--- config.mk ---
export PLATFORM = sky130hd
export DESIGN_NAME = retry_fallback_sequencer
export DESIGN_NICKNAME = d
export VERILOG_FILES = /design/src/rtl/rfs_pkg.sv /design/src/rtl/retry_fallback_sequencer.sv
export SDC_FILE = /design/constraint.sdc
export NUM_CORES = 2
export LEC_CHECK = 0
export ABC_AREA = 1
export BUFFER_PORTS_ARGS = -buffer_cell sky130_fd_sc_hd__clkbuf_2
export CORE_AREA = 2 2 337 339
export CTS_CLUSTER_SIZE = 10
export DETAILED_ROUTE_END_ITERATION = 10
export DIE_AREA = 0 0 339 341
export SETUP_SLACK_MARGIN = 0.3
export SLEW_MARGIN = 30
export SYNTH_ARGS = -nofsm -noshare
export SYNTH_HDL_FRONTEND = slang
export SYNTH_SLANG_ARGS = --single-unit
--- constraint.sdc ---
create_clock -name aclk -period 38.4 [get_ports aclk]
set_input_delay 1.92 -clock aclk [delete_from_list [all_inputs] [get_ports aclk]]
set_output_delay 1.92 -clock aclk [all_outputs]
set_load 0.005 [all_outputs]
--- src/rtl/rfs_pkg.sv ---
`timescale 1ns / 1ps
// Package for the retry-and-fallback sequencer: request payload types, codes
// and mixing constants. No dependencies.
package rfs_pkg;

    localparam int MAX_BACKENDS_DEF = 16;

    localparam int CFG_IDX_W = 3;
    localparam int CFG_DATA_W = 64;

    localparam logic [CFG_IDX_W-1:0] CFG_BACKEND_COUNT = 3'd0;
    localparam logic [CFG_IDX_W-1:0] CFG_TRY_LIMIT = 3'd1;
    localparam logic [CFG_IDX_W-1:0] CFG_VALIDATION_RETRIES = 3'd2;
    localparam logic [CFG_IDX_W-1:0] CFG_RETRY_AFTER_CAP_MS = 3'd3;
    localparam logic [CFG_IDX_W-1:0] CFG_RETRY_AFTER_ENABLE = 3'd4;
    localparam logic [CFG_IDX_W-1:0] CFG_RETRY_AFTER_DELTAS = 3'd5;
    localparam logic [CFG_IDX_W-1:0] CFG_PRNG_SEED = 3'd6;

    localparam logic [4:0] BACKEND_COUNT_RST = 5'd1;
    localparam logic [7:0] TRY_LIMIT_RST = 8'd3;
    localparam logic [7:0] VALIDATION_RETRIES_RST = 8'd0;
    localparam logic [31:0] RETRY_AFTER_CAP_RST = 32'd60000;
    localparam logic RETRY_AFTER_ENABLE_RST = 1'b1;
    localparam logic RETRY_AFTER_DELTAS_RST = 1'b0;
    localparam logic [63:0] PRNG_SEED_RST = 64'd1;

    localparam logic CMD_START = 1'b0;
    localparam logic CMD_OUTCOME = 1'b1;

    localparam logic [2:0] CLS_SUCCESS = 3'd0;
    localparam logic [2:0] CLS_RETRY = 3'd1;
    localparam logic [2:0] CLS_ADVANCE = 3'd2;
    localparam logic [2:0] CLS_ABORT = 3'd3;
    localparam logic [2:0] CLS_CANCELLED = 3'd4;
    localparam logic [2:0] CLS_VALIDATOR = 3'd5;

    typedef enum logic [2:0] {
        ACT_STARTED  = 3'd0,
        ACT_WAIT     = 3'd1,
        ACT_REROLL   = 3'd2,
        ACT_NEXT     = 3'd3,
        ACT_FINISHED = 3'd4
    } rfs_action_t;

    typedef enum logic [2:0] {
        ST_OK          = 3'd0,
        ST_ABORTED     = 3'd1,
        ST_CANCELLED   = 3'd2,
        ST_STREAM_LOST = 3'd3,
        ST_EXHAUSTED   = 3'd4,
        ST_NOMEM       = 3'd5
    } rfs_status_t;

    localparam logic [63:0] MIX_GOLDEN = 64'h9E3779B97F4A7C15;
    localparam logic [63:0] MIX_MUL1 = 64'hBF58476D1CE4E5B9;
    localparam logic [63:0] MIX_MUL2 = 64'h94D049BB133111EB;
    localparam int MIX_SHIFT0 = 30;
    localparam int MIX_SHIFT1 = 27;
    localparam int MIX_SHIFT2 = 31;

    localparam int DIGIT_W = 4;
    localparam int MUL_DIGITS = 64 / DIGIT_W;
    localparam int DIG_CNT_W = $clog2(MUL_DIGITS);

    typedef struct packed {
        logic        command;
        logic [2:0]  fail_class;
        logic        out_of_memory;
        logic        delivered;
        logic        retry_after_present;
        logic [31:0] server_wait_ms;
    } rfs_in_t;

    typedef struct packed {
        rfs_action_t action;
        rfs_status_t final_status;
        logic [3:0]  backend_index;
        logic [31:0] attempt_number;
        logic [8:0]  backend_try;
        logic [31:0] wait_ms;
        logic        backoff_needed;
        logic [7:0]  retry_number;
        logic [63:0] jitter_word;
    } rfs_out_t;

endpackage

--- src/rtl/retry_fallback_sequencer.sv ---
`timescale 1ns / 1ps
// Retry-and-fallback sequencer top level: request decision, counters and a
// digit-serial splitmix64 mixer. Depends on rfs_pkg.
//
//   channel   | ports                         | handshake
//   ----------+-------------------------------+-----------------------------
//   request   | s_valid, s_ready, s_data      | valid/ready, rfs_in_t
//   result    | m_valid, m_ready, m_data      | valid/ready, rfs_out_t
//   config    | cfg_wr_en, cfg_index, cfg_wdata | write on enable, no wait
//
// A request is decided in the cycle it is taken, kept in a pending register;
// S_PUSH moves it to the output register once that is free. For a jitter
// word, S_MUL1 and S_MUL2 come first: the two 64-bit multiplies run one 4-bit
// digit per cycle through a shared shift-and-add unit. One request is in
// flight at a time; a finished result waits in the output register while the
// next request runs. Reset is synchronous; configuration returns to its defaults.
module retry_fallback_sequencer #(
    parameter int MAX_BACKENDS = rfs_pkg::MAX_BACKENDS_DEF
) (
    input  logic                            aclk,
    input  logic                            aresetn,
    input  logic                            s_valid,
    output logic                            s_ready,
    input  rfs_pkg::rfs_in_t                s_data,
    output logic                            m_valid,
    input  logic                            m_ready,
    output rfs_pkg::rfs_out_t               m_data,
    input  logic                            cfg_wr_en,
    input  logic [rfs_pkg::CFG_IDX_W-1:0]   cfg_index,
    input  logic [rfs_pkg::CFG_DATA_W-1:0]  cfg_wdata
);

    localparam int PTR_W = $clog2(MAX_BACKENDS + 1);

    typedef enum logic [1:0] {
        S_IDLE,
        S_MUL1,
        S_MUL2,
        S_PUSH
    } state_t;

    state_t state_reg;

    logic [4:0]  backend_count_reg;
    logic [7:0]  try_limit_reg;
    logic [7:0]  validation_retries_reg;
    logic [31:0] retry_after_cap_reg;
    logic        retry_after_enable_reg;
    logic        retry_after_deltas_reg;
    logic [63:0] prng_seed_reg;

    logic [PTR_W-1:0] ptr_reg, ptr_next;
    logic [7:0]       retry_reg, retry_next;
    logic [7:0]       reroll_reg, reroll_next;
    logic [8:0]       try_reg, try_next;
    logic [31:0]      att_reg, att_next;
    logic             any_dlv_reg, any_dlv_next;
    logic [63:0]      rng_reg, rng_next;
    logic [31:0]      req_cnt_reg, req_cnt_next;
    logic             active_reg, active_next;

    logic [63:0] mcand_reg;
    logic [63:0] mplier_reg;
    logic [63:0] acc_reg;
    logic [rfs_pkg::DIG_CNT_W-1:0] dig_cnt_reg;

    rfs_pkg::rfs_out_t pend_reg;
    rfs_pkg::rfs_out_t m_data_reg;
    logic              m_valid_reg;

    rfs_pkg::rfs_out_t res;
    logic              has_res;
    logic              need_mix;
    logic              s_fire;
    logic              out_free;
    logic              dig_last;
    logic [63:0]       pp;
    logic [63:0]       psum;
    logic [63:0]       mix_seed;

    logic             any_dlv;
    logic             blocked;
    logic             advance;
    logic [7:0]       retry_inc;
    logic [PTR_W-1:0] ptr_inc;
    logic [PTR_W-1:0] limit;

    assign s_ready  = (state_reg == S_IDLE);
    assign s_fire   = s_valid && s_ready;
    assign out_free = !m_valid_reg || m_ready;
    assign m_valid  = m_valid_reg;
    assign m_data   = m_data_reg;

    assign dig_last = (dig_cnt_reg == rfs_pkg::DIG_CNT_W'(rfs_pkg::MUL_DIGITS - 1));
    assign pp       = mcand_reg * 64'(mplier_reg[rfs_pkg::DIGIT_W-1:0]);
    assign psum     = acc_reg + pp;
    assign mix_seed = rng_next ^ (rng_next >> rfs_pkg::MIX_SHIFT0);

    assign limit = (32'(backend_count_reg) < 32'(MAX_BACKENDS))
                 ? PTR_W'(backend_count_reg) : PTR_W'(MAX_BACKENDS);

    always_comb begin
        ptr_next     = ptr_reg;
        retry_next   = retry_reg;
        reroll_next  = reroll_reg;
        try_next     = try_reg;
        att_next     = att_reg;
        any_dlv_next = any_dlv_reg;
        rng_next     = rng_reg;
        req_cnt_next = req_cnt_reg;
        active_next  = active_reg;
        res          = '0;
        res.action   = rfs_pkg::ACT_STARTED;
        res.final_status = rfs_pkg::ST_OK;
        has_res      = 1'b0;
        need_mix     = 1'b0;
        any_dlv      = any_dlv_reg | s_data.delivered;
        blocked      = any_dlv && !retry_after_deltas_reg;
        advance      = 1'b0;
        retry_inc    = (retry_reg != 8'hFF) ? retry_reg + 8'd1 : retry_reg;
        ptr_inc      = ptr_reg + PTR_W'(1);
        if (s_fire) begin
            if (s_data.command == rfs_pkg::CMD_START) begin
                rng_next     = prng_seed_reg ^ 64'(req_cnt_reg);
                req_cnt_next = req_cnt_reg + 32'd1;
                ptr_next     = '0;
                retry_next   = '0;
                reroll_next  = '0;
                try_next     = '0;
                att_next     = '0;
                any_dlv_next = 1'b0;
                active_next  = 1'b1;
                has_res      = 1'b1;
            end else if (active_reg) begin
                has_res = 1'b1;
                res.attempt_number = att_reg;
                res.backend_try    = try_reg;
                res.backend_index  = 4'(ptr_reg);
                res.action         = rfs_pkg::ACT_FINISHED;
                if (att_reg != 32'hFFFF_FFFF) begin
                    att_next = att_reg + 32'd1;
                end
                if (try_reg != 9'h1FF) begin
                    try_next = try_reg + 9'd1;
                end
                any_dlv_next = any_dlv;
                if (s_data.out_of_memory) begin
                    res.final_status = rfs_pkg::ST_NOMEM;
                end else if (s_data.fail_class == rfs_pkg::CLS_SUCCESS) begin
                    res.final_status = rfs_pkg::ST_OK;
                end else if (s_data.fail_class == rfs_pkg::CLS_ABORT) begin
                    res.final_status = rfs_pkg::ST_ABORTED;
                end else if (s_data.fail_class == rfs_pkg::CLS_CANCELLED) begin
                    res.final_status = rfs_pkg::ST_CANCELLED;
                end else if (blocked) begin
                    res.final_status = rfs_pkg::ST_STREAM_LOST;
                end else if (s_data.fail_class == rfs_pkg::CLS_VALIDATOR) begin
                    if (reroll_reg < validation_retries_reg) begin
                        reroll_next = reroll_reg + 8'd1;
                        res.action  = rfs_pkg::ACT_REROLL;
                    end else begin
                        advance = 1'b1;
                    end
                end else if (s_data.fail_class == rfs_pkg::CLS_RETRY) begin
                    retry_next = retry_inc;
                    if (retry_inc >= try_limit_reg) begin
                        advance = 1'b1;
                    end else begin
                        res.action       = rfs_pkg::ACT_WAIT;
                        res.retry_number = retry_inc;
                        if (s_data.retry_after_present && retry_after_enable_reg) begin
                            res.wait_ms = (s_data.server_wait_ms < retry_after_cap_reg)
                                        ? s_data.server_wait_ms : retry_after_cap_reg;
                        end else begin
                            res.backoff_needed = 1'b1;
                            need_mix = 1'b1;
                            rng_next = rng_reg + rfs_pkg::MIX_GOLDEN;
                        end
                    end
                end else begin
                    advance = 1'b1;
                end
                if (advance) begin
                    ptr_next = ptr_inc;
                    if (ptr_inc >= limit) begin
                        res.action       = rfs_pkg::ACT_FINISHED;
                        res.final_status = rfs_pkg::ST_EXHAUSTED;
                    end else begin
                        retry_next        = '0;
                        reroll_next       = '0;
                        try_next          = '0;
                        res.action        = rfs_pkg::ACT_NEXT;
                        res.backend_index = 4'(ptr_inc);
                    end
                end
                if (res.action == rfs_pkg::ACT_FINISHED) begin
                    active_next = 1'b0;
                end
            end
        end
    end

    always_ff @(posedge aclk) begin
        if (!aresetn) begin
            backend_count_reg      <= rfs_pkg::BACKEND_COUNT_RST;
            try_limit_reg          <= rfs_pkg::TRY_LIMIT_RST;
            validation_retries_reg <= rfs_pkg::VALIDATION_RETRIES_RST;
            retry_after_cap_reg    <= rfs_pkg::RETRY_AFTER_CAP_RST;
            retry_after_enable_reg <= rfs_pkg::RETRY_AFTER_ENABLE_RST;
            retry_after_deltas_reg <= rfs_pkg::RETRY_AFTER_DELTAS_RST;
            prng_seed_reg          <= rfs_pkg::PRNG_SEED_RST;
        end else if (cfg_wr_en) begin
            case (cfg_index)
                rfs_pkg::CFG_BACKEND_COUNT:      backend_count_reg <= cfg_wdata[4:0];
                rfs_pkg::CFG_TRY_LIMIT:          try_limit_reg <= cfg_wdata[7:0];
                rfs_pkg::CFG_VALIDATION_RETRIES: validation_retries_reg <= cfg_wdata[7:0];
                rfs_pkg::CFG_RETRY_AFTER_CAP_MS: retry_after_cap_reg <= cfg_wdata[31:0];
                rfs_pkg::CFG_RETRY_AFTER_ENABLE: retry_after_enable_reg <= cfg_wdata[0];
                rfs_pkg::CFG_RETRY_AFTER_DELTAS: retry_after_deltas_reg <= cfg_wdata[0];
                rfs_pkg::CFG_PRNG_SEED:          prng_seed_reg <= cfg_wdata;
                default: ;
            endcase
        end
    end

    always_ff @(posedge aclk) begin
        if (!aresetn) begin
            state_reg   <= S_IDLE;
            m_valid_reg <= 1'b0;
            ptr_reg     <= '0;
            retry_reg   <= '0;
            reroll_reg  <= '0;
            try_reg     <= '0;
            att_reg     <= '0;
            any_dlv_reg <= 1'b0;
            rng_reg     <= '0;
            req_cnt_reg <= '0;
            active_reg  <= 1'b0;
            dig_cnt_reg <= '0;
        end else begin
            ptr_reg     <= ptr_next;
            retry_reg   <= retry_next;
            reroll_reg  <= reroll_next;
            try_reg     <= try_next;
            att_reg     <= att_next;
            any_dlv_reg <= any_dlv_next;
            rng_reg     <= rng_next;
            req_cnt_reg <= req_cnt_next;
            active_reg  <= active_next;
            if (state_reg == S_PUSH && out_free) begin
                m_valid_reg <= 1'b1;
            end else if (m_valid_reg && m_ready) begin
                m_valid_reg <= 1'b0;
            end
            case (state_reg)
                S_IDLE: begin
                    if (s_fire && has_res) begin
                        pend_reg <= res;
                        if (need_mix) begin
                            mcand_reg   <= mix_seed;
                            mplier_reg  <= rfs_pkg::MIX_MUL1;
                            acc_reg     <= '0;
                            dig_cnt_reg <= '0;
                            state_reg   <= S_MUL1;
                        end else begin
                            state_reg <= S_PUSH;
                        end
                    end
                end
                S_MUL1: begin
                    dig_cnt_reg <= dig_cnt_reg + rfs_pkg::DIG_CNT_W'(1);
                    if (dig_last) begin
                        mcand_reg  <= psum ^ (psum >> rfs_pkg::MIX_SHIFT1);
                        mplier_reg <= rfs_pkg::MIX_MUL2;
                        acc_reg    <= '0;
                        state_reg  <= S_MUL2;
                    end else begin
                        mcand_reg  <= mcand_reg << rfs_pkg::DIGIT_W;
                        mplier_reg <= mplier_reg >> rfs_pkg::DIGIT_W;
                        acc_reg    <= psum;
                    end
                end
                S_MUL2: begin
                    dig_cnt_reg <= dig_cnt_reg + rfs_pkg::DIG_CNT_W'(1);
                    mcand_reg   <= mcand_reg << rfs_pkg::DIGIT_W;
                    mplier_reg  <= mplier_reg >> rfs_pkg::DIGIT_W;
                    acc_reg     <= psum;
                    if (dig_last) begin
                        pend_reg.jitter_word <= psum ^ (psum >> rfs_pkg::MIX_SHIFT2);
                        state_reg <= S_PUSH;
                    end
                end
                S_PUSH: begin
                    if (out_free) begin
                        m_data_reg  <= pend_reg;
                        state_reg   <= S_IDLE;
                    end
                end
                default: state_reg <= S_IDLE;
            endcase
        end
    end

    a_backoff_no_wait: assert property (@(posedge aclk) disable iff (!aresetn)
        m_valid && m_data.backoff_needed
        |-> m_data.action == rfs_pkg::ACT_WAIT && m_data.wait_ms == 32'd0)
        else $error("backoff result with a wait or wrong action");

    a_status_only_finished: assert property (@(posedge aclk) disable iff (!aresetn)
        m_valid && m_data.action != rfs_pkg::ACT_FINISHED
        |-> m_data.final_status == rfs_pkg::ST_OK)
        else $error("status set on an unfinished result");

    a_jitter_only_backoff: assert property (@(posedge aclk) disable iff (!aresetn)
        m_valid && !m_data.backoff_needed |-> m_data.jitter_word == 64'd0)
        else $error("jitter word without backoff");

    a_start_opens: assert property (@(posedge aclk) disable iff (!aresetn)
        s_valid && s_ready && s_data.command == rfs_pkg::CMD_START
        |=> active_reg && att_reg == 32'd0)
        else $error("start did not open a request");

endmodule

==> qor.yml <==
run_status:
  outcome: "complete, no violations"
cts:
  clk_latency_ps: 730
  cts_buffer_depth: 3
  clock_sinks: 786
  h-tree-depth: 3
  root_buffer: "clkbuf_16"
  postCtsSetupBuffers: 0
  ctsResizeCount: 0
  holdBufCountCts: 0
  tritoncts: "built"
  cts_buffers: 94
  clk_pin_slew_ps: 60
global_routing:
  grt_start_max_net_pins: 81
  antenna_found_initial: 2
  grt_pass1_wl_um: 252000
  grt.total_usage_pct: 28.7
  grt_pass1_vias: 41400
  grt_overflow_total: 0
placed_design:
  port_buffers: 268
  hpwlAfterDp_um: 128000
  gp_congestion: 1.03
routing:
  drc: 0
  route.vias.total: 42700
  drt_pass1_iterations: 5
  ant_nets: 0
  viasPerCell: 5.25
  initialDrtViolationCount: 4185
  finalWirelength_um: 168000
  wl_per_cell_um: 20.6
timing:
  slew_headroom_pct: 30.8
  fmax_mhz: 169
  grt_setup_unrepaired: "false"
  min_period_ps: 5910
  final-hold-violation-count: 0
  period_share_pct: 15.4
  slew_violations: 0
  timing_worst_slew_pin_value_ps: 1030
  skew_ps: 66.4
  finalSetupTns_ps: 0
  setup_viol: 0
floorplanning:
  die_y_um: 341
  die_w_um: 339
  coreArea_mm2: 0.112
  dieArea_mm2: 0.116
  pin_count: 269
  num_rows: 123
  start_util_pct: 43.7
critical_path:
  critical_path_class: "reg -> reg"
  cp.required_ps: 38800
  worstSetupStartpointType: "flip-flop"
  arrival_ps: 6320
  crit_chain: "buf_4 -> nand2_1 -> inv_1 -> fa_1 -> fa_1 -> inv_1 -> fa_1 -> inv_1 -> ha_1 -> a21oi_1 -> o21ai_0 -> a21oi_1 -> o21ai_0 -> a21oi_1 -> nand2_1 -> nand2_1 -> nand2_1 -> o21ai_0 -> a21oi_1"
  crit_fanout: 63
  slowest_delay_ps: 700
  worstSetupEndpointType: "flip-flop"
  cp_slowest_cell: "buf_4"
synth:
  syn_nets: 6778
  synthesis.area_mm2: 0.0489
  syn_area_per_cell_um2: 7.69
  syn_inst: 6355
  ys_seq_elements: 786
  synthArstFlopShare_pct: 0
  seq_area_frac_synth_pct: 42.5
  synth_cell_types: 58
  ys_warn_count: 0
  synth-edff-count: 500
  synth-main-ff-cell: "edfxtp_1"
  synth.area.top_cells: "edfxtp_1 (31%), dfxtp_1 (12%), nand2_1 (12%)"
  yosysTopAreaCellShare_pct: 30.7
  synth_top_cell_by_area: "edfxtp_1"
finish:
  finalNetCount: 6996
  diodes: 0
  synthToLayoutAreaGrowth_pct: 11.6
  drive_above_1_share_pct: 7.85
flow_run:
  cap_violations: 0
worst_hold_path:
  hold_path_class: "reg -> reg"
metal layers:
| layer | global-route usage (%) | wire length, µm | part of all wire, % |
|---|---|---|---|
| met5 | 0 | 0 | 0 |
| met1 | 38.1 | 70800 | 42 |
| met3 | 3.93 | 12400 | 7.4 |
| met4 | 15.2 | 9360 | 5.6 |
| met2 | 45.8 | 75500 | 45 |
worst paths after layout:
| kind | slack, ps | end | startpoint | cells after the start |
|---|---|---|---|---|
| worst min-delay path | 410 | m_data[44]$_DFFE_PP_ | pend_reg[44]$_SDFFCE_PN0P_ | 0 |
| worst max-delay path | 32490 | pend_reg[26]$_SDFFCE_PN0P_ | mplier_reg[1]$_DFFE_PP_ | 19 |
| worst min register to register | 410 | m_data[44]$_DFFE_PP_ | pend_reg[44]$_SDFFCE_PN0P_ | 0 |
| worst max register to register | 32490 | pend_reg[26]$_SDFFCE_PN0P_ | mplier_reg[1]$_DFFE_PP_ | 19 |
final cells by class:
cell class                      count  area (µm²)
Clock buffer                      146        2620
Clock inverter                     18         264
Fill cell                       11200       57300
Inverter                         1165        4380
Multi-Input combinational cell   4216       23000
Sequential cell                   786       20700
Tap cell                         1500        1880
Timing Repair Buffer              310        1670
cell usage after synthesis (22+ instances only):
cell / count
nor3_1: 86
o211ai_1: 41
xnor2_1: 43
nor2_1: 829
inv_2: 32
ha_1: 130
fa_1: 182
o21ai_0: 353
dfxtp_1: 286
nand4_1: 49
o21ai_1: 29
nand3_1: 389
nor4_1: 22
inv_1: 1129
a21oi_1: 341
xor2_1: 65
edfxtp_1: 500
nand2_1: 1507
clkbuf_1: 139
cells in the final DEF, fill, tap and decap left out, types with 7 or more instances in the layout:
cell / instances
nand4_1: 49
xnor2_1: 43
clkinv_2: 7
buf_4: 41
nor3_1: 83
o21bai_1: 13
a22oi_1: 8
nand3_1: 389
a21oi_1: 341
o21a_1: 14
xor2_1: 65
clkbuf_16: 95
clkbuf_1: 46
nand2_2: 10
o22ai_1: 14
nand3b_1: 13
dfxtp_1: 286
a21o_1: 8
o211ai_1: 41
inv_1: 1127
edfxtp_1: 500
nor2_4: 7
o21ai_1: 29
inv_2: 33
nor4_1: 22
fa_1: 182
nand2_1: 1506
clkbuf_2: 267
ha_1: 130
nor2_2: 16
o21ai_0: 353
nor2_1: 823
through the flow:
step	area, µm²	hold slack, ps	worst slack (ps)	std cells	utilization [%]
floorplan	48900	400	21080	6355	-
global placement	51600	400	32320	7977	46.1
detailed placement	51600	405	32250	7977	46.2
CTS	54500	411	32560	8141	48.7
global route	54500	416	32220	8141	48.7
finish	54500	411	32490	8141	48.7
cell families (layout without fill, tap and decap cells):
logic type               count (synthesis)  in the layout  share of synthesized area (%)
adder cells (fa/ha/maj)                312            312                           10.8
AND/OR/NAND/NOR                       2947           2947                           24.8
AO/OA/AOI/OAI                          845            845                           9.28
buffers and inverters                 1353           1639                           10.6
multiplexers                             1              1                         0.0230
flip-flops                             786            786                           42.5
XOR/XNOR                               111            111                           2.04
worst max-delay path, delay by kind of cell (launching register included):
family,cells,cell delay [ps]
simple gates,4,560
compound gates,7,2010
fa+ha+maj,4,1750
buf+inv,4,920
flops,1,320
Power is not shown: default switching activity piles up to over one toggle a cycle in this logic, so the estimate is an artifact.
